===== src/sv/acb_pkg.sv =====
// Shared types and constants of the alignment coverage binner.
package acb_pkg;
   localparam int MAX_BINS = 65536;
   localparam logic [2:0] CSR_BIN_SIZE = 3'd0;
   localparam logic [2:0] CSR_TARGET_BINS = 3'd1;
   localparam logic [2:0] CSR_READ_SHIFT = 3'd2;
   localparam logic [2:0] CSR_READ_MODE = 3'd3;
   localparam logic [2:0] CSR_MAPQ_MIN = 3'd4;
   localparam logic [2:0] CSR_MAPQ_MAX = 3'd5;
   localparam logic [2:0] CSR_ISIZE_MIN = 3'd6;
   localparam logic [2:0] CSR_ISIZE_MAX = 3'd7;
   localparam logic OP_ADD = 1'b0;
   localparam logic OP_READ = 1'b1;

   typedef struct packed {
      logic op;
      logic [11:0] flags;
      logic [7:0] mapq;
      logic signed [31:0] insert_size;
      logic [30:0] start_pos;
      logic [30:0] end_pos;
      logic [15:0] bin_index;
   } req_type;

   typedef struct packed {
      logic accepted;
      logic [15:0] bin;
      logic [31:0] count;
   } rsp_type;

   typedef struct packed {
      logic [15:0] bin_size;
      logic [16:0] target_bins;
      logic signed [15:0] read_shift;
      logic [2:0] read_mode;
      logic [7:0] mapq_min;
      logic [7:0] mapq_max;
      logic signed [31:0] isize_min;
      logic signed [31:0] isize_max;
   } cfg_type;

   // Work item handed from the front part to the back part.
   typedef struct packed {
      logic read_op;
      logic hit;
      logic [15:0] bin;
   } job_type;
endpackage


===== src/sv/acb_front.sv =====
// Front part: filters an alignment, forms its position and divides it into a bin.
module acb_front (
   input logic clock,
   input logic reset,
   input logic go,
   input acb_pkg::req_type req,
   input acb_pkg::cfg_type cfg,
   output logic done,
   output acb_pkg::job_type job
);
   import acb_pkg::*;
   typedef enum logic [2:0] {
      F_IDLE = 3'b001, F_DIV = 3'b010, F_DONE = 3'b100
   } fstate_type;
   fstate_type state_ff, state_in;
   logic [5:0] cnt_ff, cnt_in;
   logic [33:0] rem_ff, rem_in, quo_ff, quo_in;
   logic ok_ff, ok_in, rd_ff, rd_in;
   logic [15:0] idx_ff, idx_in;

   logic rev, pass;
   logic [1:0] strand;
   logic signed [33:0] aisz, isz, base, twice, pos, sgn;
   logic [34:0] trial;

   always_comb begin
      rev = req.flags[4];
      strand = cfg.read_mode[2:1];
      isz = 34'(req.insert_size);
      aisz = isz < 0 ? -isz : isz;
      pass = 1'b1;
      if (strand == 2'd1 && rev) pass = 1'b0;
      if (strand[1] && !rev) pass = 1'b0;
      if (req.mapq < cfg.mapq_min || req.mapq > cfg.mapq_max) pass = 1'b0;
      if (cfg.isize_min != -32'sd1 && aisz < 34'(cfg.isize_min)) pass = 1'b0;
      if (cfg.isize_max != -32'sd1 && aisz > 34'(cfg.isize_max)) pass = 1'b0;
      base = rev ? $signed({3'b0, req.end_pos}) - 34'sd1 : $signed({3'b0, req.start_pos});
      sgn = isz > 0 ? 34'sd1 : (isz < 0 ? -34'sd1 : 34'sd0);
      twice = (base <<< 1) + isz - sgn;
      if (cfg.read_mode[0]) begin
         if (!req.flags[1] || req.flags[7]) pass = 1'b0;
         pos = (twice < 0) ? -((-twice) >>> 1) : (twice >>> 1);
      end else begin
         if (req.flags[2]) pass = 1'b0;
         pos = rev ? base - 34'(cfg.read_shift) : base + 34'(cfg.read_shift);
      end
      if (cfg.bin_size == 16'd0 || pos < 0) pass = 1'b0;
      trial = {rem_ff, quo_ff[33]} - {19'd0, cfg.bin_size};
   end

   always_comb begin
      state_in = state_ff; cnt_in = cnt_ff; rem_in = rem_ff; quo_in = quo_ff;
      ok_in = ok_ff; rd_in = rd_ff; idx_in = idx_ff;
      unique case (state_ff)
         F_IDLE: if (go) begin
            rd_in = req.op == OP_READ; idx_in = req.bin_index;
            ok_in = pass; rem_in = '0; quo_in = pos; cnt_in = 6'd34;
            state_in = (req.op == OP_READ || !pass) ? F_DONE : F_DIV;
         end
         F_DIV: begin
            if (!trial[34]) rem_in = trial[33:0];
            else rem_in = {rem_ff[32:0], quo_ff[33]};
            quo_in = {quo_ff[32:0], !trial[34]};
            cnt_in = cnt_ff - 6'd1;
            if (cnt_ff == 6'd1) state_in = F_DONE;
         end
         F_DONE: begin
            state_in = F_IDLE;
            if (!rd_ff && ok_ff) begin
               ok_in = quo_ff < 34'(cfg.target_bins) && quo_ff < 34'(MAX_BINS);
            end
         end
         default: state_in = F_IDLE;
      endcase
   end

   always_ff @(posedge clock) begin
      if (reset) state_ff <= F_IDLE;
      else state_ff <= state_in;
      cnt_ff <= cnt_in; rem_ff <= rem_in; quo_ff <= quo_in;
      ok_ff <= ok_in; rd_ff <= rd_in; idx_ff <= idx_in;
   end

   assign done = state_ff == F_DONE;
   always_comb begin
      job.read_op = rd_ff;
      job.hit = rd_ff ? (32'(idx_ff) < 32'(MAX_BINS))
         : (ok_ff && quo_ff < 34'(cfg.target_bins) && quo_ff < 34'(MAX_BINS));
      job.bin = rd_ff ? idx_ff : quo_ff[15:0];
   end
endmodule


===== config.mk =====
export PLATFORM = sky130hd
export DESIGN_NAME = acb_front
export DESIGN_NICKNAME = d
export VERILOG_FILES = /design/src/sv/acb_pkg.sv /design/src/sv/acb_front.sv
export SDC_FILE = /design/constraint.sdc
export NUM_CORES = 1
export LEC_CHECK = 0
export ABC_AREA = 1
export BUFFER_PORTS_ARGS = -buffer_cell sky130_fd_sc_hd__buf_2
export CORE_UTILIZATION = 25
export DETAILED_ROUTE_END_ITERATION = 6
export PLACE_DENSITY = 0.41
export SYNTH_ARGS = -nofsm -noshare
export SYNTH_HDL_FRONTEND = slang
export SYNTH_SLANG_ARGS = --single-unit

===== constraint.sdc =====
create_clock -name clock -period 5.2 [get_ports clock]
set_clock_uncertainty 0.1 [all_clocks]
set_input_delay 0.26 -clock clock [delete_from_list [all_inputs] [get_ports clock]]
set_output_delay 0.26 -clock clock [all_outputs]
set_load 0.1 [all_outputs]

* Word level (Yosys, flattened, before mapping) *
Index checks and enable logic that the tools add are counted.

word-level totals
  register bits after elaboration = 95
  input port bits = 266
  output and inout port bits = 19
  word-level logic and storage cells = 93

cells by class
  $add $sub $neg = 10
  order comparisons = 10
  equality and inequality tests = 10
  multiplexer cells = 32
  reductions and logical operators = 24

operator list
  cell                   number
  $mux 34                10
  $pmux 34 s2            2
  $lt 34x1->1 const B    2
  $ne 32x1->1 const B    2
  $sub 35x16->35         1
  $add 34x16->34         1
  $add 34x32->34         1
  $gt 34x32->1           1
  $lt 34x17->1           1
  $lt 34x17->1 const B   1
  $lt 34x32->1           1
  $neg 32->34            1
  $neg 33->34            1
  $neg 34->34            1
  $sub 34x16->34         1
  $sub 34x34->34         1
  $gt 32x1->1 const B    1
  $lt 32x1->1 const B    1
  $sub 31x1->32 const B  1
  $logic_not 16->1       1
  $mux 16                1
  $mux 1                 12
  $pmux 6 s2             1
  $mux 3                 3
  19 further kinds       37

* Longest topological paths before layout *
  depth after elaboration = 16
  mapped depth = 46
  mapped depth without buffers = 46

* Worst setup path before layout *
No wires, ideal clock.

  kind = input port to flip-flop
  from = input port req[78] (netlist name)
  to = register quo_ff[27], data pin
  setup time = 254 ps
  arrival = 5095 ps
  required time = 4846 ps
  setup slack = -249 ps
  stages = 39
  path buffers = 0
  cell sequence = inv_1 ha_1 inv_1 nor4_1 inv_1 nor3_1 nand2_1 nor3_1 nand3_1 nor2_1 nand3_1 nor2_1 nand2_1 inv_1 nand4_1 ha_1 inv_1 ha_1 (+3 left out) xor2_2 nand2_1 nor2_1 nand3_1 nor2_4 nand2_2 nor2_4 nand2_2 nor2_4 nand2_2 nor2_4 nand2_4 nor2_8 nand3_1 nand2_1 nand3_1 a21oi_1 nor2_1

between the ends
  longest elaborated chain between the ends = 10
  elaborated cells on any way between the ends = 13
  classes of those cells = 4 x add/sub; 3 x order compare; 6 x mux

ends and longest elaborated chain
  element                 RTL line         text
  start: declaration      acb_front.sv:6   input acb_pkg::req_type req,
  $lt 32x1->1             acb_front.sv:38  sgn = isz > 0 ? 34'sd1 : (isz < 0 ? -34'sd1 : 34'sd0);
  $mux 34 (2 in a row)    acb_front.sv:38
  $sub 34x34->34 (*)      acb_front.sv:39  twice = (base <<< 1) + isz - sgn;
  $neg 34->34             acb_front.sv:42  pos = (twice < 0) ? -((-twice) >>> 1) : (twice >>> 1);
  $neg 33->34             acb_front.sv:42
  $mux 34 (*)             acb_front.sv:42
  $mux 34 (*)             acb_front.sv:40  if (cfg.read_mode[0]) begin
  $mux 34 (*)             acb_front.sv:55  F_IDLE: if (go) begin
  $pmux 34 s2 (*)         acb_front.sv:54  unique case (state_ff)
  net quo_in[27]          acb_front.sv:17  logic [33:0] rem_ff, rem_in, quo_ff, quo_in;
  end signal: assignment  acb_front.sv:80  cnt_ff <= cnt_in; rem_ff <= rem_in; quo_ff <= quo_in;
  end: declaration        acb_front.sv:17

The timed path passes the listed nets; every way through them passes the cells marked *. The select of a mux whose other input is x is not followed.
A chain may end at the register's enable or synchronous reset.

* Final worst setup path *
  from = input port req[78] (netlist name)
  to = register state_ff[1]

between the ends
  longest elaborated chain between the ends = 16
  elaborated cells on any way between the ends = 30
  classes of those cells = 5 x add/sub; 6 x order compare; 14 x mux; 5 x reduce/logical

ends and longest elaborated chain
  element                 RTL line                          text
  $lt 32x1->1             acb_front.sv:30, acb_front.sv:38
  $mux 34 (2 in a row)    acb_front.sv:38
  $sub 34x34->34          acb_front.sv:39
  $neg 34->34             acb_front.sv:42
  $neg 33->34             acb_front.sv:42
  $mux 34                 acb_front.sv:42
  $mux 34                 acb_front.sv:40
  $lt 34x1->1             acb_front.sv:47                   if (cfg.bin_size == 16'd0 || pos < 0) pass = 1'b0;
  $logic_or 1x1->1        acb_front.sv:47
  $mux 1 (*)              acb_front.sv:47
  $logic_not 1->1 (*)     acb_front.sv:58                   state_in = (req.op == OP_READ || !pass) ? F_DONE : F_DIV;
  $logic_or 1x1->1 (*)    acb_front.sv:58
  $mux 3 (*)              acb_front.sv:58
  $mux 3 (*)              acb_front.sv:55
  $pmux 3 s2 (*)          acb_front.sv:54
  end signal: assignment  acb_front.sv:79                   else state_ff <= state_in;
  end: declaration        acb_front.sv:15                   fstate_type state_ff, state_in;

Mark *: on every way between the ends. The rest lies on a longest branch, timed or not. The select of a mux whose other input is x is not followed.

==> flow_metrics.env <==
export IMPL_outcome="complete, but fails checks"
export IMPL_violations="negative setup slack"
export IMPL_wl_met3_microns=2222
export IMPL_grt_max_degree=77
export IMPL_start_util_pct=25.36
export IMPL_period_share_pct=107.4
export IMPL_grt_pass1_vias=21250
export IMPL_cpMostUsedCell="buf_4"
export IMPL_fmax_mhz=179.1
export IMPL_wl_per_cell_microns=15.63
export IMPL_vias=21380
export IMPL_synthFlopType="edfxtp_1"
export IMPL_htreeDepth=3
export IMPL_detail_route_antenna_nets=0
export IMPL_via_per_inst=4.475
export IMPL_io_pin_count=285
export IMPL_top_layer="met4"
export IMPL_p_per_area_nw_per_um2=264.8
export IMPL_dr_wl_met2_microns=37250
export IMPL_hold_viol=0
export IMPL_final_nets=4313
export IMPL_cap_viol_max_count=0
export IMPL_place_port_buffers=276
export IMPL_period_needed_ns=5.583
export IMPL_hpwl_microns=63100
export IMPL_core_sq_um=71730
export IMPL_power_leakage_nw=14.24
export IMPL_clock_sinks=95
export IMPL_total_power_w=0.007383
export IMPL_setup_viol_count_final=32
export IMPL_grt_pass1_wl_microns=115600
export IMPL_r2r_slack_ns=1.38
export IMPL_combPwrFrac_pct=77.0
export IMPL_insertion_delay_ns=0.36
export IMPL_clockPowerShare_pct=9.5
export IMPL_diodes=0
export IMPL_path_max_fanout=3
export IMPL_end_kind="register"
export IMPL_grt_overflow=0
export IMPL_syn_area_sq_um=18190
export IMPL_cp_slowest_stage_delay_ns=0.32
export IMPL_yosys_warnings=0
export IMPL_criticalPathCategory="primary input to register"
export IMPL_drt_pass1_iter_count=7
export IMPL_hp_class="primary input to register"
export IMPL_synth_edf_count=92
export IMPL_crit_slowest_cell="ha_2"
export IMPL_synth_ff_latch_count=95
export IMPL_num_rows=98
export IMPL_syn2layout_area_growth_pct=53.23
export IMPL_worst_slack_ns=-0.3829
export IMPL_die_w_microns=271.8
export IMPL_drive_gt1_share_pct=37.31
export IMPL_antenna_found_initial=0
export IMPL_fin_setup_tns_ns=-6.813
export IMPL_netSwitchingPower_w=0.003605
export IMPL_peakVddDrop_mv=0.1474
export IMPL_rsz0062_at_grt="true"
export IMPL_layout_commonest_cell="buf_4"
export IMPL_cts_reportedPaths_clkPinSlew_ns=0.08
export IMPL_start_kind="primary input"
export IMPL_seqPwrFrac_pct=13.5
export IMPL_slew_violations=0
export IMPL_drt_iter0_drc=909
export IMPL_cts_tree="done"
export IMPL_cts_inserted_buffers=9
export IMPL_grt_use_total_pct=19.85
export IMPL_clockBufferDepth=2
export IMPL_drt_met1_wl_microns=33020
export IMPL_syn_area_per_cell_sq_um=6.214
export IMPL_cp_arrival_ns=5.78
export IMPL_final_cell_mix="buf_4 (604), nand2_1 (599), inv_1 (495)"
export IMPL_async_flop_share_pct=0
export IMPL_worst_slew_pin_slew_ns=1.073
export IMPL_syn_inst=2928
export IMPL_drc=0
export IMPL_dieHeight_microns=271.8
export IMPL_wirelength_microns=74690
export IMPL_worst_ep_required_time_ns=5.39
export IMPL_synthDistinctLibCells=63
export IMPL_clockRootBuffer="clkbuf_16"
export IMPL_p_int_w=0.003778
export IMPL_place_congestion=0.8629
export IMPL_die_area_sq_um=73860
export IMPL_slew_headroom_pct=28.44
export IMPL_seq_area_frac_synth_pct=15.51
export IMPL_swShare_pct=48.83
## critical path, delay by kind of cell
kind	cells	cell delay (ns)
buffers and inverters	26	2.97
AO/OA/AOI/OAI	3	0.27
AND/OR/NAND/NOR	15	1.36
XOR/XNOR	2	0.44
adder cells (fa/ha/maj)	2	0.47
## Yosys cell counts (all sizes together), types with 4 or more instances
cell type  count  area (sq um)
nand2        733          2884
inv          562          2110
nor2         337          1449
a21oi        196         992.2
ha           192          2402
o21ai        166         834.6
nand3        154         875.8
edfxtp        92          2763
xor2          87         769.5
nand4         72         465.5
nor3          46         255.3
clkbuf        41         153.9
fa            33         660.6
xnor2         32         287.8
nor4          25         156.4
or2           24         150.1
a31oi         23         143.9
a211oi        17         127.6
o21a          13         97.59
o211ai        11         82.58
clkinv         9         35.03
a21boi         7         52.55
buf            7         38.78
o21bai         7         52.55
nand3b         6         45.04
o2111ai        4         35.03
o31ai          4         30.03
## flip-flops by register name, indices dropped and copies added (netlist names)
| signal | cells |
|---|---|
| quo_ff | 34 |
| rem_ff | 34 |
| idx_ff | 16 |
| cnt_ff | 6 |
| state_ff | 3 |
| ok_ff | 1 |
| rd_ff | 1 |
## what timing repair did
action,CTS,global route
endpoints found under the setup margin,37,37
cloned,3,0
setup buffers,130,48
hold endpoints to repair,16,0
hold buffers,16,0
resized for setup,320,163
pin swaps,123,122
## layer usage
| layer | vias up | global-route usage [%] |
|---|---|---|
| met5 | - | 0 |
| met4 | 0 | 4.953 |
| met3 | 94 | 1.176 |
| met2 | 401 | 36.67 |
| met1 | 9610 | 24.83 |
| li1 | 11270 | - |
## final timing paths
kind	from	end	cells after the start
max	req[78]	state_ff[1]$_SDFFE_PP0P_	48
min	reset	state_ff[1]$_SDFFE_PP0P_	2
max reg2reg	quo_ff[33]$_DFFE_PP_	rem_ff[33]$_SDFFCE_PN0P_	18
min reg2reg	quo_ff[29]$_DFFE_PP_	quo_ff[30]$_DFFE_PP_	2
## metrics by stage
stage / hold WS, ns / setup WS (ns) / instances / instance area (sq um) / util, %
after global routing: 0.004540 / -0.7912 / 4777 / 27880 / 38.86
after detailed placement: 0.3384 / -1.194 / 4572 / 24310 / 33.88
final: 0.007367 / -0.3829 / 4777 / 27880 / 38.86
after floorplan: 0.2324 / 0.0004055 / 2930 / 18380 / -
after global placement: 0.3370 / -1.170 / 4572 / 24310 / 33.88
after CTS: 0.001716 / -0.1756 / 4735 / 26920 / 37.52
## kinds of logic after synthesis
logic type	share of synthesized area, %
DFF	15.51
other	0.04128
AOI/OAI and AO/OA	14.17
buffers and inverters	12.85
adders and majority gates	16.84
and+or+nand+nor	34.78
xor gates and xnor gates	5.811
## power by group through the flow
| stage | combinational, W | clock, W | sequential (W) |
|---|---|---|---|
| after floorplan | 0.00254 | 0 | 0.000991 |
| after global placement | 0.00486 | 0 | 0.00102 |
| after detailed placement | 0.00484 | 0 | 0.00102 |
| after CTS | 0.00536 | 0.000719 | 0.000999 |
| after global routing | 0.00625 | 0.000743 | 0.00101 |
| final | 0.00569 | 0.000698 | 0.000998 |
## cell type report
cell class / count / area [sq um]
clock buffer: 9 / 225.2
clock inverter: 7 / 85.08
fill: 7876 / 43850
inverter: 571 / 2175
multi-input combinational: 2216 / 14800
sequential: 95 / 2823
tap: 950 / 1189
timing repair buffer: 929 / 6584
Note: power is estimated with default switching activity, not from simulation.
